--- config.mk ---
export PLATFORM = sky130hd
export DESIGN_NAME = rsa_keygen_and_modexp_top
export DESIGN_NICKNAME = d
export VERILOG_FILES = /design/src/sv/rkm_pkg.sv /design/src/sv/rkm_dp.sv /design/src/sv/rkm_ctrl.sv /design/src/sv/rsa_keygen_and_modexp_top.sv
export SDC_FILE = /design/constraint.sdc
export NUM_CORES = 2
export LEC_CHECK = 0
export BUFFER_PORTS_ARGS = -buffer_cell sky130_fd_sc_hd__buf_2
export CORE_AREA = 2 2 580 582
export DETAILED_ROUTE_END_ITERATION = 10
export DIE_AREA = 0 0 582 584
export PLACE_DENSITY = 0.43
export SLEW_MARGIN = 25
export SYNTH_ARGS = -nofsm -noshare
export SYNTH_HDL_FRONTEND = slang
export SYNTH_SLANG_ARGS = --single-unit
--- constraint.sdc ---
create_clock -name i_clk -period 16.8 [get_ports i_clk]
set_input_delay 0 -clock i_clk [delete_from_list [all_inputs] [get_ports i_clk]]
set_output_delay 0 -clock i_clk [all_outputs]
set_load 0.03 [all_outputs]
--- src/sv/rkm_pkg.sv ---
// ----------------------------------------------------------------------------
// rkm_pkg
// Shared types and constants for the key derivation and modexp block.
// ----------------------------------------------------------------------------
package rkm_pkg;

    localparam int unsigned WORD_W = 32;
    localparam int unsigned CFG_W  = 16;
    localparam int unsigned CFG_AW = 1;
    localparam int unsigned ACC_W  = 64;

    localparam logic [CFG_AW-1:0] CFG_PRIME_P = 1'b0;
    localparam logic [CFG_AW-1:0] CFG_PRIME_Q = 1'b1;

    localparam logic [CFG_W-1:0] RST_PRIME_P = 16'd3;
    localparam logic [CFG_W-1:0] RST_PRIME_Q = 16'd7;

    typedef struct packed {
        logic              req_type;
        logic [WORD_W-1:0] message;
    } t_in_word;

    typedef struct packed {
        logic [WORD_W-1:0] result;
        logic [WORD_W-1:0] modulus;
        logic [WORD_W-1:0] public_exp;
        logic [WORD_W-1:0] private_exp;
        logic              key_error;
    } t_out_word;

    typedef enum logic [4:0] {
        OP_NONE,
        OP_LOAD_N,
        OP_LOAD_PHI,
        OP_E_INIT,
        OP_E_INC,
        OP_GCD_INIT,
        OP_DIV_INIT,
        OP_DIV_STEP,
        OP_GCD_SWAP,
        OP_INV_INIT,
        OP_INV_QUOT,
        OP_MUL_INIT,
        OP_MUL_STEP,
        OP_INV_UPD,
        OP_KEY_ERR,
        OP_KEY_DONE,
        OP_EXP_INIT,
        OP_RED_INIT,
        OP_RED_DONE,
        OP_EXP_MUL,
        OP_EXP_MUL_DONE,
        OP_EXP_SQR,
        OP_EXP_SQR_DONE,
        OP_EXP_SHIFT,
        OP_EXP_ZERO
    } t_op;

    typedef struct packed {
        t_op op;
    } t_cmd;

    typedef struct packed {
        logic div_done;
        logic mul_done;
        logic b_zero;
        logic gcd_one;
        logic e_ge_phi;
        logic ex_zero;
        logic ex_lsb;
        logic n_zero;
        logic key_err;
    } t_status;

endpackage

--- src/sv/rkm_dp.sv ---
// ----------------------------------------------------------------------------
// rkm_dp
// Datapath: restoring divider, shift-add modular multiplier, key and
// exponent registers.
// ----------------------------------------------------------------------------
module rkm_dp #(
    parameter int unsigned PRIME_WIDTH = 16
) (
    input  logic                           i_clk,
    input  logic [PRIME_WIDTH-1:0]         i_p,
    input  logic [PRIME_WIDTH-1:0]         i_q,
    input  logic                           i_req_type,
    input  logic [rkm_pkg::WORD_W-1:0]     i_message,
    input  rkm_pkg::t_cmd                  i_cmd,
    output rkm_pkg::t_status               o_status,
    output rkm_pkg::t_out_word             o_word
);

    localparam int unsigned W  = rkm_pkg::ACC_W;
    localparam int unsigned CW = $clog2(W + 1);
    localparam int unsigned PW = 2 * PRIME_WIDTH;

    logic [W-1:0] r_n, r_phi, r_e, r_d, r_ga, r_gb;
    logic [W-1:0] r_r0, r_r1, r_t0, r_t1;
    logic [W-1:0] r_dq, r_drem, r_dden;
    logic [CW-1:0] r_dcnt;
    logic [W-1:0] r_ma, r_mb, r_macc, r_mm;
    logic [W-1:0] r_acc, r_base, r_ex;
    logic r_err;

    logic [W-1:0] div_trial, div_shift;
    logic [W-1:0] ma_sum, ma_dbl, mul_src_a, mul_src_b;
    logic [W-1:0] sub_t;
    logic [PRIME_WIDTH-1:0] pm, qm;
    logic [PW-1:0] prod_n, prod_phi;

    assign pm = (i_p != '0) ? i_p - PRIME_WIDTH'(1) : '0;
    assign qm = (i_q != '0) ? i_q - PRIME_WIDTH'(1) : '0;

    assign prod_n   = PW'(i_p) * PW'(i_q);
    assign prod_phi = PW'(pm) * PW'(qm);

    assign div_shift = {r_drem[W-2:0], r_dq[W-1]};
    assign div_trial = div_shift - r_dden;

    always_comb begin
        if (r_macc >= r_mm - r_ma) ma_sum = r_macc - (r_mm - r_ma);
        else ma_sum = r_macc + r_ma;
        if (r_ma >= r_mm - r_ma) ma_dbl = r_ma - (r_mm - r_ma);
        else ma_dbl = r_ma + r_ma;
    end

    assign sub_t = (r_t0 >= r_macc) ? r_t0 - r_macc : r_phi - (r_macc - r_t0);

    always_ff @(posedge i_clk) begin
        unique case (i_cmd.op)
            rkm_pkg::OP_LOAD_N: begin
                r_n   <= W'(prod_n);
                r_phi <= '0;
            end
            rkm_pkg::OP_LOAD_PHI: r_phi <= W'(prod_phi);
            rkm_pkg::OP_E_INIT:   r_e <= W'(2);
            rkm_pkg::OP_E_INC:    r_e <= r_e + W'(1);
            rkm_pkg::OP_GCD_INIT: begin
                r_ga <= r_e;
                r_gb <= r_phi;
            end
            rkm_pkg::OP_DIV_INIT: begin
                r_dq   <= r_ga;
                r_dden <= r_gb;
                r_drem <= '0;
                r_dcnt <= CW'(W);
            end
            rkm_pkg::OP_DIV_STEP: begin
                if (!div_trial[W-1] || r_drem[W-1]) begin
                    r_drem <= div_trial;
                    r_dq   <= {r_dq[W-2:0], 1'b1};
                end else begin
                    r_drem <= div_shift;
                    r_dq   <= {r_dq[W-2:0], 1'b0};
                end
                r_dcnt <= r_dcnt - CW'(1);
            end
            rkm_pkg::OP_GCD_SWAP: begin
                r_ga <= r_gb;
                r_gb <= r_drem;
            end
            rkm_pkg::OP_INV_INIT: begin
                r_r0 <= r_phi;
                r_r1 <= r_e;
                r_t0 <= '0;
                r_t1 <= W'(1);
                r_ga <= r_phi;
                r_gb <= r_e;
            end
            rkm_pkg::OP_INV_QUOT: begin
                r_ga <= r_dq;
                r_gb <= r_drem;
            end
            rkm_pkg::OP_MUL_INIT: begin
                r_ma   <= mul_src_a;
                r_mb   <= mul_src_b;
                r_macc <= '0;
                r_mm   <= r_phi;
            end
            rkm_pkg::OP_MUL_STEP: begin
                if (r_mb[0]) r_macc <= ma_sum;
                r_ma <= ma_dbl;
                r_mb <= r_mb >> 1;
            end
            rkm_pkg::OP_INV_UPD: begin
                r_r0 <= r_r1;
                r_r1 <= r_gb;
                r_t0 <= r_t1;
                r_t1 <= sub_t;
                r_ga <= r_r1;
                r_gb <= r_gb;
            end
            rkm_pkg::OP_KEY_ERR: begin
                r_err <= 1'b1;
                r_d   <= r_phi;
            end
            rkm_pkg::OP_KEY_DONE: begin
                r_err <= 1'b0;
                r_d   <= r_t0;
            end
            rkm_pkg::OP_EXP_INIT: begin
                r_ex  <= i_req_type ? r_d : r_e;
                r_ga  <= W'(i_message);
                r_gb  <= r_n;
            end
            rkm_pkg::OP_RED_INIT: begin
                r_dq   <= r_ga;
                r_dden <= r_gb;
                r_drem <= '0;
                r_dcnt <= CW'(W);
                r_mm   <= r_n;
            end
            rkm_pkg::OP_RED_DONE: begin
                r_base <= r_drem;
                r_acc  <= (r_n == W'(1)) ? '0 : W'(1);
            end
            rkm_pkg::OP_EXP_MUL: begin
                r_ma <= r_acc; r_mb <= r_base; r_macc <= '0;
            end
            rkm_pkg::OP_EXP_MUL_DONE: r_acc <= r_macc;
            rkm_pkg::OP_EXP_SQR: begin
                r_ma <= r_base; r_mb <= r_base; r_macc <= '0;
            end
            rkm_pkg::OP_EXP_SQR_DONE: r_base <= r_macc;
            rkm_pkg::OP_EXP_SHIFT:    r_ex <= r_ex >> 1;
            rkm_pkg::OP_EXP_ZERO:     r_acc <= '0;
            default: ;
        endcase
    end

    // inverse update: qt % phi times t1 mod phi (qt < phi holds here)
    assign mul_src_a = r_ga;
    assign mul_src_b = r_t1;

    always_comb begin
        o_status.div_done = (r_dcnt == '0);
        o_status.mul_done = (r_mb == '0);
        o_status.b_zero   = (r_gb == '0);
        o_status.gcd_one  = (r_ga == W'(1));
        o_status.e_ge_phi = (r_e >= r_phi);
        o_status.ex_zero  = (r_ex == '0);
        o_status.ex_lsb   = r_ex[0];
        o_status.n_zero   = (r_n == '0);
        o_status.key_err  = r_err;
    end

    assign o_word.result      = r_acc[rkm_pkg::WORD_W-1:0];
    assign o_word.modulus     = r_n[rkm_pkg::WORD_W-1:0];
    assign o_word.public_exp  = r_e[rkm_pkg::WORD_W-1:0];
    assign o_word.private_exp = r_d[rkm_pkg::WORD_W-1:0];
    assign o_word.key_error   = r_err;

endmodule

--- src/sv/rkm_ctrl.sv ---
// ----------------------------------------------------------------------------
// rkm_ctrl
// Controller: key search, extended Euclid, square-and-multiply sequencing.
// ----------------------------------------------------------------------------
module rkm_ctrl (
    input  logic             i_clk,
    input  logic             i_rst_n,
    input  logic             i_start,
    input  logic             i_keys_valid,
    input  rkm_pkg::t_status i_status,
    output rkm_pkg::t_cmd    o_cmd,
    output logic             o_busy,
    output logic             o_keys_set,
    output logic             o_done,
    output logic             o_zero_res
);

    typedef enum logic [4:0] {
        S_IDLE, S_LOAD_N, S_LOAD_PHI, S_E_INIT, S_CHK_E, S_GCD_DIV0, S_GCD_DIV,
        S_GCD_SWAP, S_GCD_TEST, S_INV_INIT, S_INV_TEST, S_INV_DIV0, S_INV_DIV,
        S_INV_QUOT, S_INV_MUL0, S_INV_MUL, S_INV_UPD, S_KEY_DONE, S_KEY_ERR,
        S_EXP_INIT, S_RED0, S_RED, S_RED_DONE, S_EXP_TEST, S_MUL, S_MUL_DONE,
        S_SQR, S_SQR_DONE, S_SHIFT, S_FIN
    } t_state;

    t_state r_state, n_state;
    rkm_pkg::t_op n_op;
    logic r_busy, r_done, r_zero;

    always_comb begin
        n_state = r_state;
        n_op    = rkm_pkg::OP_NONE;
        unique case (r_state)
            S_IDLE: if (i_start) begin
                if (i_keys_valid) begin
                    n_state = S_EXP_INIT;
                end else begin
                    n_state = S_LOAD_N; n_op = rkm_pkg::OP_LOAD_N;
                end
            end
            S_LOAD_N:  begin n_state = S_LOAD_PHI; n_op = rkm_pkg::OP_LOAD_PHI; end
            S_LOAD_PHI: begin n_state = S_E_INIT; n_op = rkm_pkg::OP_E_INIT; end
            S_E_INIT:  n_state = S_CHK_E;
            S_CHK_E: if (i_status.e_ge_phi) begin
                n_state = S_KEY_ERR; n_op = rkm_pkg::OP_KEY_ERR;
            end else begin
                n_state = S_GCD_DIV0; n_op = rkm_pkg::OP_GCD_INIT;
            end
            S_GCD_DIV0: if (i_status.b_zero) begin
                n_state = S_GCD_TEST;
            end else begin
                n_state = S_GCD_DIV; n_op = rkm_pkg::OP_DIV_INIT;
            end
            S_GCD_DIV: if (i_status.div_done) begin
                n_state = S_GCD_SWAP; n_op = rkm_pkg::OP_GCD_SWAP;
            end else n_op = rkm_pkg::OP_DIV_STEP;
            S_GCD_SWAP: n_state = S_GCD_DIV0;
            S_GCD_TEST: if (i_status.gcd_one) begin
                n_state = S_INV_INIT; n_op = rkm_pkg::OP_INV_INIT;
            end else begin
                n_state = S_E_INIT; n_op = rkm_pkg::OP_E_INC;
            end
            S_INV_INIT: n_state = S_INV_TEST;
            S_INV_TEST: if (i_status.b_zero) begin
                n_state = S_KEY_DONE; n_op = rkm_pkg::OP_KEY_DONE;
            end else begin
                n_state = S_INV_DIV; n_op = rkm_pkg::OP_DIV_INIT;
            end
            S_INV_DIV0: n_state = S_INV_DIV;
            S_INV_DIV: if (i_status.div_done) begin
                n_state = S_INV_QUOT; n_op = rkm_pkg::OP_INV_QUOT;
            end else n_op = rkm_pkg::OP_DIV_STEP;
            S_INV_QUOT: begin n_state = S_INV_MUL; n_op = rkm_pkg::OP_MUL_INIT; end
            S_INV_MUL0: n_state = S_INV_MUL;
            S_INV_MUL: if (i_status.mul_done) begin
                n_state = S_INV_UPD; n_op = rkm_pkg::OP_INV_UPD;
            end else n_op = rkm_pkg::OP_MUL_STEP;
            S_INV_UPD:  n_state = S_INV_TEST;
            S_MUL_DONE: begin n_state = S_SQR; n_op = rkm_pkg::OP_EXP_SQR; end
            S_KEY_DONE, S_KEY_ERR: n_state = S_EXP_INIT;
            S_EXP_INIT: begin n_state = S_RED0; n_op = rkm_pkg::OP_EXP_INIT; end
            S_RED0: begin n_state = S_RED; n_op = rkm_pkg::OP_RED_INIT; end
            S_RED: if (i_status.key_err || i_status.n_zero) begin
                n_state = S_FIN; n_op = rkm_pkg::OP_EXP_ZERO;
            end else if (i_status.div_done) begin
                n_state = S_RED_DONE; n_op = rkm_pkg::OP_RED_DONE;
            end else n_op = rkm_pkg::OP_DIV_STEP;
            S_RED_DONE: n_state = S_EXP_TEST;
            S_EXP_TEST: if (i_status.ex_zero) begin
                n_state = S_FIN;
            end else if (i_status.ex_lsb) begin
                n_state = S_MUL; n_op = rkm_pkg::OP_EXP_MUL;
            end else begin
                n_state = S_SQR; n_op = rkm_pkg::OP_EXP_SQR;
            end
            S_MUL: if (i_status.mul_done) begin
                n_state = S_MUL_DONE; n_op = rkm_pkg::OP_EXP_MUL_DONE;
            end else n_op = rkm_pkg::OP_MUL_STEP;
            S_SQR: if (i_status.mul_done) begin
                n_state = S_SQR_DONE; n_op = rkm_pkg::OP_EXP_SQR_DONE;
            end else n_op = rkm_pkg::OP_MUL_STEP;
            S_SQR_DONE: begin n_state = S_SHIFT; n_op = rkm_pkg::OP_EXP_SHIFT; end
            S_SHIFT: n_state = S_EXP_TEST;
            S_FIN:   n_state = S_IDLE;
            default: n_state = S_IDLE;
        endcase
    end

    always_ff @(posedge i_clk) begin
        if (!i_rst_n) begin
            r_state   <= S_IDLE;
            r_busy    <= 1'b0;
            r_done    <= 1'b0;
            r_zero    <= 1'b0;
        end else begin
            r_state  <= n_state;
            r_busy   <= (n_state != S_IDLE);
            r_done   <= (r_state == S_FIN);
            r_zero   <= (n_op == rkm_pkg::OP_EXP_ZERO) ? 1'b1 :
                        ((r_state == S_IDLE) ? 1'b0 : r_zero);
        end
    end

    assign o_cmd.op   = n_op;
    assign o_busy     = r_busy || (r_state != S_IDLE);
    assign o_keys_set = (r_state == S_KEY_DONE) || (r_state == S_KEY_ERR);
    assign o_done     = r_done;
    assign o_zero_res = r_zero;

    a_done_idle: assert property (@(posedge i_clk) disable iff (!i_rst_n)
        r_done |-> $past(r_state == S_FIN)) else $error("done without finish");
    a_keys_from_search: assert property (@(posedge i_clk) disable iff (!i_rst_n)
        o_keys_set |-> !i_keys_valid) else $error("keys set twice");
    a_idle_cmd: assert property (@(posedge i_clk) disable iff (!i_rst_n)
        (r_state == S_IDLE && !i_start) |-> o_cmd.op == rkm_pkg::OP_NONE)
        else $error("command while idle");

endmodule

--- src/sv/rsa_keygen_and_modexp_top.sv ---
// ----------------------------------------------------------------------------
// rsa_keygen_and_modexp_top
// Key derivation from two primes and modular exponentiation per request.
//
//   channel | direction | handshake            | word
//   in      | input     | i_valid / o_stall    | t_in_word
//   out     | output    | o_valid / i_stall    | t_out_word
//   cfg     | input     | i_cfg_we             | i_cfg_idx, i_cfg_data
//
// One word at a time. Each modular multiply is a bit-serial shift-add over
// operands below 2^32; a request squares once per exponent bit, multiplies
// too where the bit is set, and first reduces the message modulo n. The
// first request after reset or a config write also runs the e search (one
// division per gcd step) and extended Euclid. Reset is synchronous; stall
// on the output holds the result register and the block takes no new word
// until it drains.
// ----------------------------------------------------------------------------
module rsa_keygen_and_modexp_top #(
    parameter int unsigned PRIME_WIDTH = 16
) (
    input  logic                        i_clk,
    input  logic                        i_rst_n,
    input  logic                        i_valid,
    output logic                        o_stall,
    input  rkm_pkg::t_in_word           i_word,
    output logic                        o_valid,
    input  logic                        i_stall,
    output rkm_pkg::t_out_word          o_word,
    input  logic                        i_cfg_we,
    input  logic [rkm_pkg::CFG_AW-1:0]  i_cfg_idx,
    input  logic [rkm_pkg::CFG_W-1:0]   i_cfg_data
);

    logic [PRIME_WIDTH-1:0] r_p, r_q;
    logic r_keys_valid, r_out_valid, r_req_type;
    logic [rkm_pkg::WORD_W-1:0] r_message;
    rkm_pkg::t_out_word r_out, dp_word;
    rkm_pkg::t_cmd cmd;
    rkm_pkg::t_status status;
    logic busy, keys_set, done, zero_res, in_acc;

    assign o_stall = busy || r_out_valid || done;
    assign in_acc  = i_valid && !o_stall;

    always_ff @(posedge i_clk) begin
        if (!i_rst_n) begin
            r_p          <= PRIME_WIDTH'(rkm_pkg::RST_PRIME_P);
            r_q          <= PRIME_WIDTH'(rkm_pkg::RST_PRIME_Q);
            r_keys_valid <= 1'b0;
            r_out_valid  <= 1'b0;
        end else begin
            if (i_cfg_we) begin
                unique case (i_cfg_idx)
                    rkm_pkg::CFG_PRIME_P: r_p <= PRIME_WIDTH'(i_cfg_data);
                    rkm_pkg::CFG_PRIME_Q: r_q <= PRIME_WIDTH'(i_cfg_data);
                    default: ;
                endcase
                r_keys_valid <= 1'b0;
            end else if (keys_set) begin
                r_keys_valid <= 1'b1;
            end
            if (done) r_out_valid <= 1'b1;
            else if (!i_stall) r_out_valid <= 1'b0;
        end
        if (in_acc) begin
            r_req_type <= i_word.req_type;
            r_message  <= i_word.message;
        end
        if (done) begin
            r_out.result      <= zero_res ? '0 : dp_word.result;
            r_out.modulus     <= dp_word.modulus;
            r_out.public_exp  <= dp_word.public_exp;
            r_out.private_exp <= dp_word.private_exp;
            r_out.key_error   <= dp_word.key_error;
        end
    end

    rkm_ctrl u_ctrl (
        .i_clk(i_clk), .i_rst_n(i_rst_n), .i_start(in_acc),
        .i_keys_valid(r_keys_valid), .i_status(status), .o_cmd(cmd),
        .o_busy(busy), .o_keys_set(keys_set), .o_done(done), .o_zero_res(zero_res)
    );

    rkm_dp #(.PRIME_WIDTH(PRIME_WIDTH)) u_dp (
        .i_clk(i_clk), .i_p(r_p), .i_q(r_q), .i_req_type(r_req_type),
        .i_message(r_message), .i_cmd(cmd), .o_status(status), .o_word(dp_word)
    );

    assign o_valid = r_out_valid;
    assign o_word  = r_out;

endmodule

# Yosys cells after proc, flatten, opt, wreduce, memory -nomap -nowiden
# Cells that the tools add are included.
# word_totals
register_bits,1396
in_bits,55
output_inout_bits,131
wordCells,225
# classes
addsub,13
multipliers,2
order_cmp,4
n_eq_ne,57
n_mux,65
bitwise_logic,2
reduce_logical,46
# ops
operator,n
$pmux 64 s2,12
$pmux 64 s4,2
$sub 64x64->64,7
$mux 64,6
$pmux 64 s3,2
$pmux 64 s6,1
$ge 64x64->1,4
$logic_not 64->1,4
$add 64x64->64,2
$pmux 5 s25,1
$eq 5x5->1 const B,23
$pmux 5 s19,1
$mux 5,18
$eq 5x4->1 const B,16
$add 64x1->64 const B,1
$eq 64x1->1 const B,1
$mul 16x16->32,2
$eq 5x3->1 const B,8
$eq 32x1->1 const B,1
$mux 16,2
$reduce_bool 16->1,2
$sub 16x1->16 const B,2
$mux 4,7
$eq 5x2->1 const B,4
22 further kinds,60

# Depth between registers and ports, before layout
# depth
word_depth,12
mapped_depth,37
mapped_depth_nobuf,33

# Cells and area by module
# A second synthesis with hierarchy kept.
# unflattened
cells_unflattened,10509
area_unflattened_um2,101548.6
# modules_own_cells
mod,instances,cells_each,area_each_um2,seq_area_each_um2
rkm_dp,1,9995,93843.8,33872.5
rsa_keygen_and_modexp_top,1,333,6401.1,5545.3
rkm_ctrl,1,181,1303.8,160.2

# Least setup slack after synthesis
# No wires, ideal clock.
# synth_path
path_kind,reg-to-reg
start,register u_dp.r_e[17]
end,register u_dp.r_dcnt[0] (enable)
setup_time_ns,0.816
arrival_time_ns,11.855
required_ns,15.984
path_slack_ns,4.129
path_stages_with_launch,12
path_buffers,0
period_less_slack_ns,12.671
cell_sequence,edfxtp_1 ha_1 a21o_1 a21o_1 a21oi_1 o21ai_0 a221oi_1 o22ai_1 a31oi_1 and4_1 nand2_1 o21ai_0
# synth_between
elab_chain_cells,6
elab_cells_between_ends,8
classes_between,order compare (1); eq/ne (3); mux (2); reduce/logical (2)
# synth_rtl
element,line_no,source
"start, declared",rkm_dp.sv:23,"logic [W-1:0] r_n, r_phi, r_e, r_d, r_ga, r_gb;"
"start signal, assigned",rkm_dp.sv:63,rkm_pkg::OP_E_INC: r_e <= r_e + W'(1);
$ge 64x64->1 *,rkm_dp.sv:166,o_status.e_ge_phi = (r_e >= r_phi);
$mux 4 *,rkm_ctrl.sv:44,S_CHK_E: if (i_status.e_ge_phi) begin
$pmux 5 s19 *,rkm_ctrl.sv:33,unique case (r_state)
$eq 5x3->1 or $eq 5x5->1 (tied branches),rkm_dp.sv:56,unique case (i_cmd.op)
$reduce_or 2->1 (no source line),--,
$reduce_bool 2->1 (no source line) *,--,
"end signal, assigned",rkm_dp.sv:72,r_dcnt <= CW'(W);
"end signal, assigned",rkm_dp.sv:82,r_dcnt <= r_dcnt - CW'(1);
"end signal, assigned",rkm_dp.sv:136,r_dcnt <= CW'(W);
"end, declared",rkm_dp.sv:26,logic [CW-1:0] r_dcnt;
# Every way passes the cells marked *; elsewhere a longest branch is shown, timed or not.
# A chain may end at the register's enable or synchronous reset.

# Worst setup path in the final report
# layout_path
start,register r_p[5]
end,register u_dp.r_phi[31] (data pin)
# layout_between
elab_chain_cells,4
elab_cells_between_ends,5
classes_between,add/sub (1); mul (1); mux (2); reduce/logical (1)
# layout_rtl
element,line_no,source
"start, declared",rsa_keygen_and_modexp_top.sv:34,"logic [PRIME_WIDTH-1:0] r_p, r_q;"
"start signal, assigned",rsa_keygen_and_modexp_top.sv:47,r_p <= PRIME_WIDTH'(rkm_pkg::RST_PRIME_P);
"start signal, assigned",rsa_keygen_and_modexp_top.sv:54,rkm_pkg::CFG_PRIME_P: r_p <= PRIME_WIDTH'(i_cfg_data);
$sub 16x1->16 or $reduce_bool 16->1 (tied branches),rkm_dp.sv:37,assign pm = (i_p != '0) ? i_p - PRIME_WIDTH'(1) : '0;
$mux 16 *,rkm_dp.sv:37,
$mul 16x16->32 *,rkm_dp.sv:41,assign prod_phi = PW'(pm) * PW'(qm);
$pmux 64 s2 *,rkm_dp.sv:56,
"end signal, assigned",rkm_dp.sv:61,rkm_pkg::OP_LOAD_PHI: r_phi <= W'(prod_phi);
"end, declared",rkm_dp.sv:23,
# Every way passes the cells marked *; elsewhere a longest branch is shown, timed or not. The select of a mux whose other input is x is not followed.

==> results_dict.tcl <==
set metrics [dict create \
    start_kind "flop" \
    cp_data_arrival_time_ns 10.23 \
    first_pass_iters 9 \
    clock-root-buffer "clkbuf_16" \
    synth_warnings 0 \
    wl_per_cell_um 27.35 \
    crit_type "reg -> reg" \
    reg2reg_depth 30 \
    peakVddDrop_mv 0.08018 \
    status "completed" \
    path_clk_slew_ns 0.06 \
    crit_top_cell "fa_1" \
    core_area_mm2 0.3329 \
    cts_tree "done" \
    clock_latency_ns 0.89 \
    grt-ovfl-total 0 \
    drive_gt1_share_pct 7.915 \
    via_per_inst 5.358 \
    synth_cell_types 92 \
    gp_congestion 0.9382 \
    yosysMostFrequentCell "edfxtp_1" \
    wirelength_mm 410.0 \
    dp.cells 14560 \
    ys_top_cells_by_count "edfxtp_1 (1290), nand2_1 (1274), inv_1 (973), nor2_1 (862), ha_1 (658)" \
    synth_top_cell_by_area "edfxtp_1" \
    period_needed_ns 9.634 \
    timing.hold.worst.class "in -> reg" \
    grt_start_max_net_pins 132 \
    whs_path_depth 3 \
    clock_sinks 1332 \
    seq_area_mm2 0.03958 \
    r2r_slack_ns 7.17 \
    r2r-start "r_p[5]" \
    dieArea_mm2 0.3399 \
    worstPathMaxFanout 27 \
    rows 212 \
    ys_seq_elements 1332 \
    areaGrowthSynthToFinish_pct 12.98 \
    synth-async-reset-ratio_pct 0 \
    num_io_pins 186 \
    syn_area_per_cell_um2 9.700 \
    die_w_um 582 \
    start_util_pct 29.99 \
    power.leakage_nw 44.73 \
    clock.fmax_mhz 103.8 \
    cp-end-kind "flop" \
    largest_reg_flops 129 \
    drv_slew 0 \
    antenna_left 0 \
    cts_inserted_buffers 168 \
    min_to "r_keys_valid" \
    r2r-end "u_dp.r_phi[31]" \
    final-setup-viol-count 0 \
    critPathSlowestCell "and3_1" \
    synth.top_cell.area_share_pct 38.80 \
    drc 0 \
    worstMarginPinSlew_ns 1.129 \
    vias 80330 \
    synth_area_mm2 0.09983 \
    grt_use_total_pct 23.55 \
    pwr_density_cell_mw_per_mm2 88.77 \
    fin_nets 11630 \
    grt_pass1_vias 79190 \
    h-tree-depth 4 \
    ys.flop_type "edfxtp_1" \
    portBuffers 185 \
    fin_crit_sh_pct 57.34 \
    drt-initial-drc-count 8220 \
    instances_no_fill 14990 \
    hold_path_startpoint "i_cfg_we" \
    antenna_found_initial 32 \
    hold_slack_ns 0.07282 \
    synth_cells 10290 \
    die_y_um 584 \
    crit_required_ns 17.40 \
    synth-edff-count 1290 \
    multi_input_area_mm2 0.05495 \
    dp_hpwl_mm 317.3 \
    cts.repair.resized 0 \
    ys_seq_area_share_pct 39.64 \
    fin_tns_setup_ns 0 \
    synth_area_leaders "edfxtp_1 (39%), fa_1 (9.2%), ha_1 (8.2%)" \
    hold_viol 0 \
    syn-num-nets 11460 \
    clock_skew_ns 0.08429 \
    rsz0062_at_grt "no" \
    clk_path_buf_depth 4 \
    relSlewSlack_pct 22.81 \
    maxCapViolCount 0 \
    grt_pass1_wl_mm 582.8 \
    n_fill_cell 33960 \
    slowest_delay_ns 0.91 \
]
==> through the flow <==
step | setup WS, ns | util, % | cell area (µm²) | power (mW)
6_report | 7.166 | 33.88 | 112800 | 10.01
4_1_cts | 7.194 | 33.87 | 112700 | 10.07
3_5_place_dp | 7.222 | 31.90 | 106200 | 6.343
5_1_grt | 6.550 | 33.87 | 112700 | 10.42
2_1_floorplan | 4.129 | - | 99830 | 5.378
3_3_place_gp | 7.274 | 31.87 | 106100 | 6.326
==> routing by layer <==
layer / vias up / track usage (%) / wire, µm
li1: 36770 / - / -
met1: 40370 / 34.22 / 191700
met2: 2755 / 36.21 / 178700
met3: 427 / 3.376 / 26730
met4: 6 / 6.655 / 12780
met5: - / 0 / 41
==> cell type report <==
type,instances,area share [%]
flip-flops and latches,1332,35.09
repair buffers,503,3.247
clock inverters,100,0.8619
clock buffers,202,3.914
diodes,19,0.04215
inverters,978,3.255
well taps,4387,4.867
multi-input cells,7472,48.72
==> cell usage in the layout (no fill, tap or decap), types with 90 or more instances in the layout <==
master / netlist / layout
xnor2_1: 307 / 307
o21ai_0: 507 / 505
fa_1: 457 / 457
dlygate4sd3_1: 0 / 117
buf_4: 8 / 196
xor2_1: 241 / 241
a21o_1: 242 / 241
a222oi_1: 90 / 90
a21oi_1: 541 / 539
buf_2: 20 / 185
nor4_1: 124 / 116
clkbuf_16: 0 / 170
nor3_1: 189 / 186
mux2i_1: 173 / 172
nand3_1: 154 / 152
ha_1: 658 / 658
nor2_1: 862 / 849
a31oi_1: 102 / 102
nand2_1: 1274 / 1268
nor2b_1: 95 / 94
nand4_1: 106 / 106
inv_1: 973 / 972
and2_1: 203 / 201
edfxtp_1: 1290 / 1290
==> worst max-delay path: cells and delay by family (launching register included) <==
family	cells	cell delay, ns
simple gates	11	3.64
xor+xnor	1	0.14
compound gates	7	1.70
buf+inv	4	0.23
fa+ha+maj	7	3.07
flops	1	0.56
==> repair_timing <==
action | CTS | global route
endpoints found under the hold margin | 97 | 0
hold buffers | 117 | 0
setup buffers | 0 | 0
==> worst max-delay path by stage <==
stage / startpoint / endpoint / slack [ns] / depth (start not counted)
after CTS: r_p[4] / u_dp.r_phi[31] / 7.19 / 30
after global routing: r_p[4] / u_dp.r_phi[31] / 6.55 / 32
final: r_p[5] / u_dp.r_phi[31] / 7.17 / 30
after detailed placement: r_p[3] / u_dp.r_phi[31] / 7.22 / 30
after global placement: r_p[0] / u_dp.r_phi[31] / 7.27 / 30
after floorplan: u_dp.r_e[17] / u_dp.r_dcnt[0] / 4.13 / 11
==> kinds of logic (layout without fill, tap and decap cells) <==
kind of cell,count (synthesis),count (layout),share of synthesized area [%]
AO/OA/AOI/OAI,2247,2247,14.77
XOR/XNOR,548,548,4.808
adder cells (fa/ha/maj),1116,1116,17.42
buffers and inverters,1488,1783,5.650
flip-flops,1332,1332,39.64
multiplexers,245,245,2.547
other,0,19,0
AND/OR/NAND/NOR,3316,3316,15.17
==> power by group <==
| part | leakage, nW | internal (mW) | switching [mW] |
|---|---|---|---|
| registers | 11.5 | 3.89 | 0.197 |
| clock network | 2.62 | 2.10 | 1.58 |
| logic | 30.6 | 0.744 | 1.49 |
Note: power is estimated with default switching activity, not from simulation.
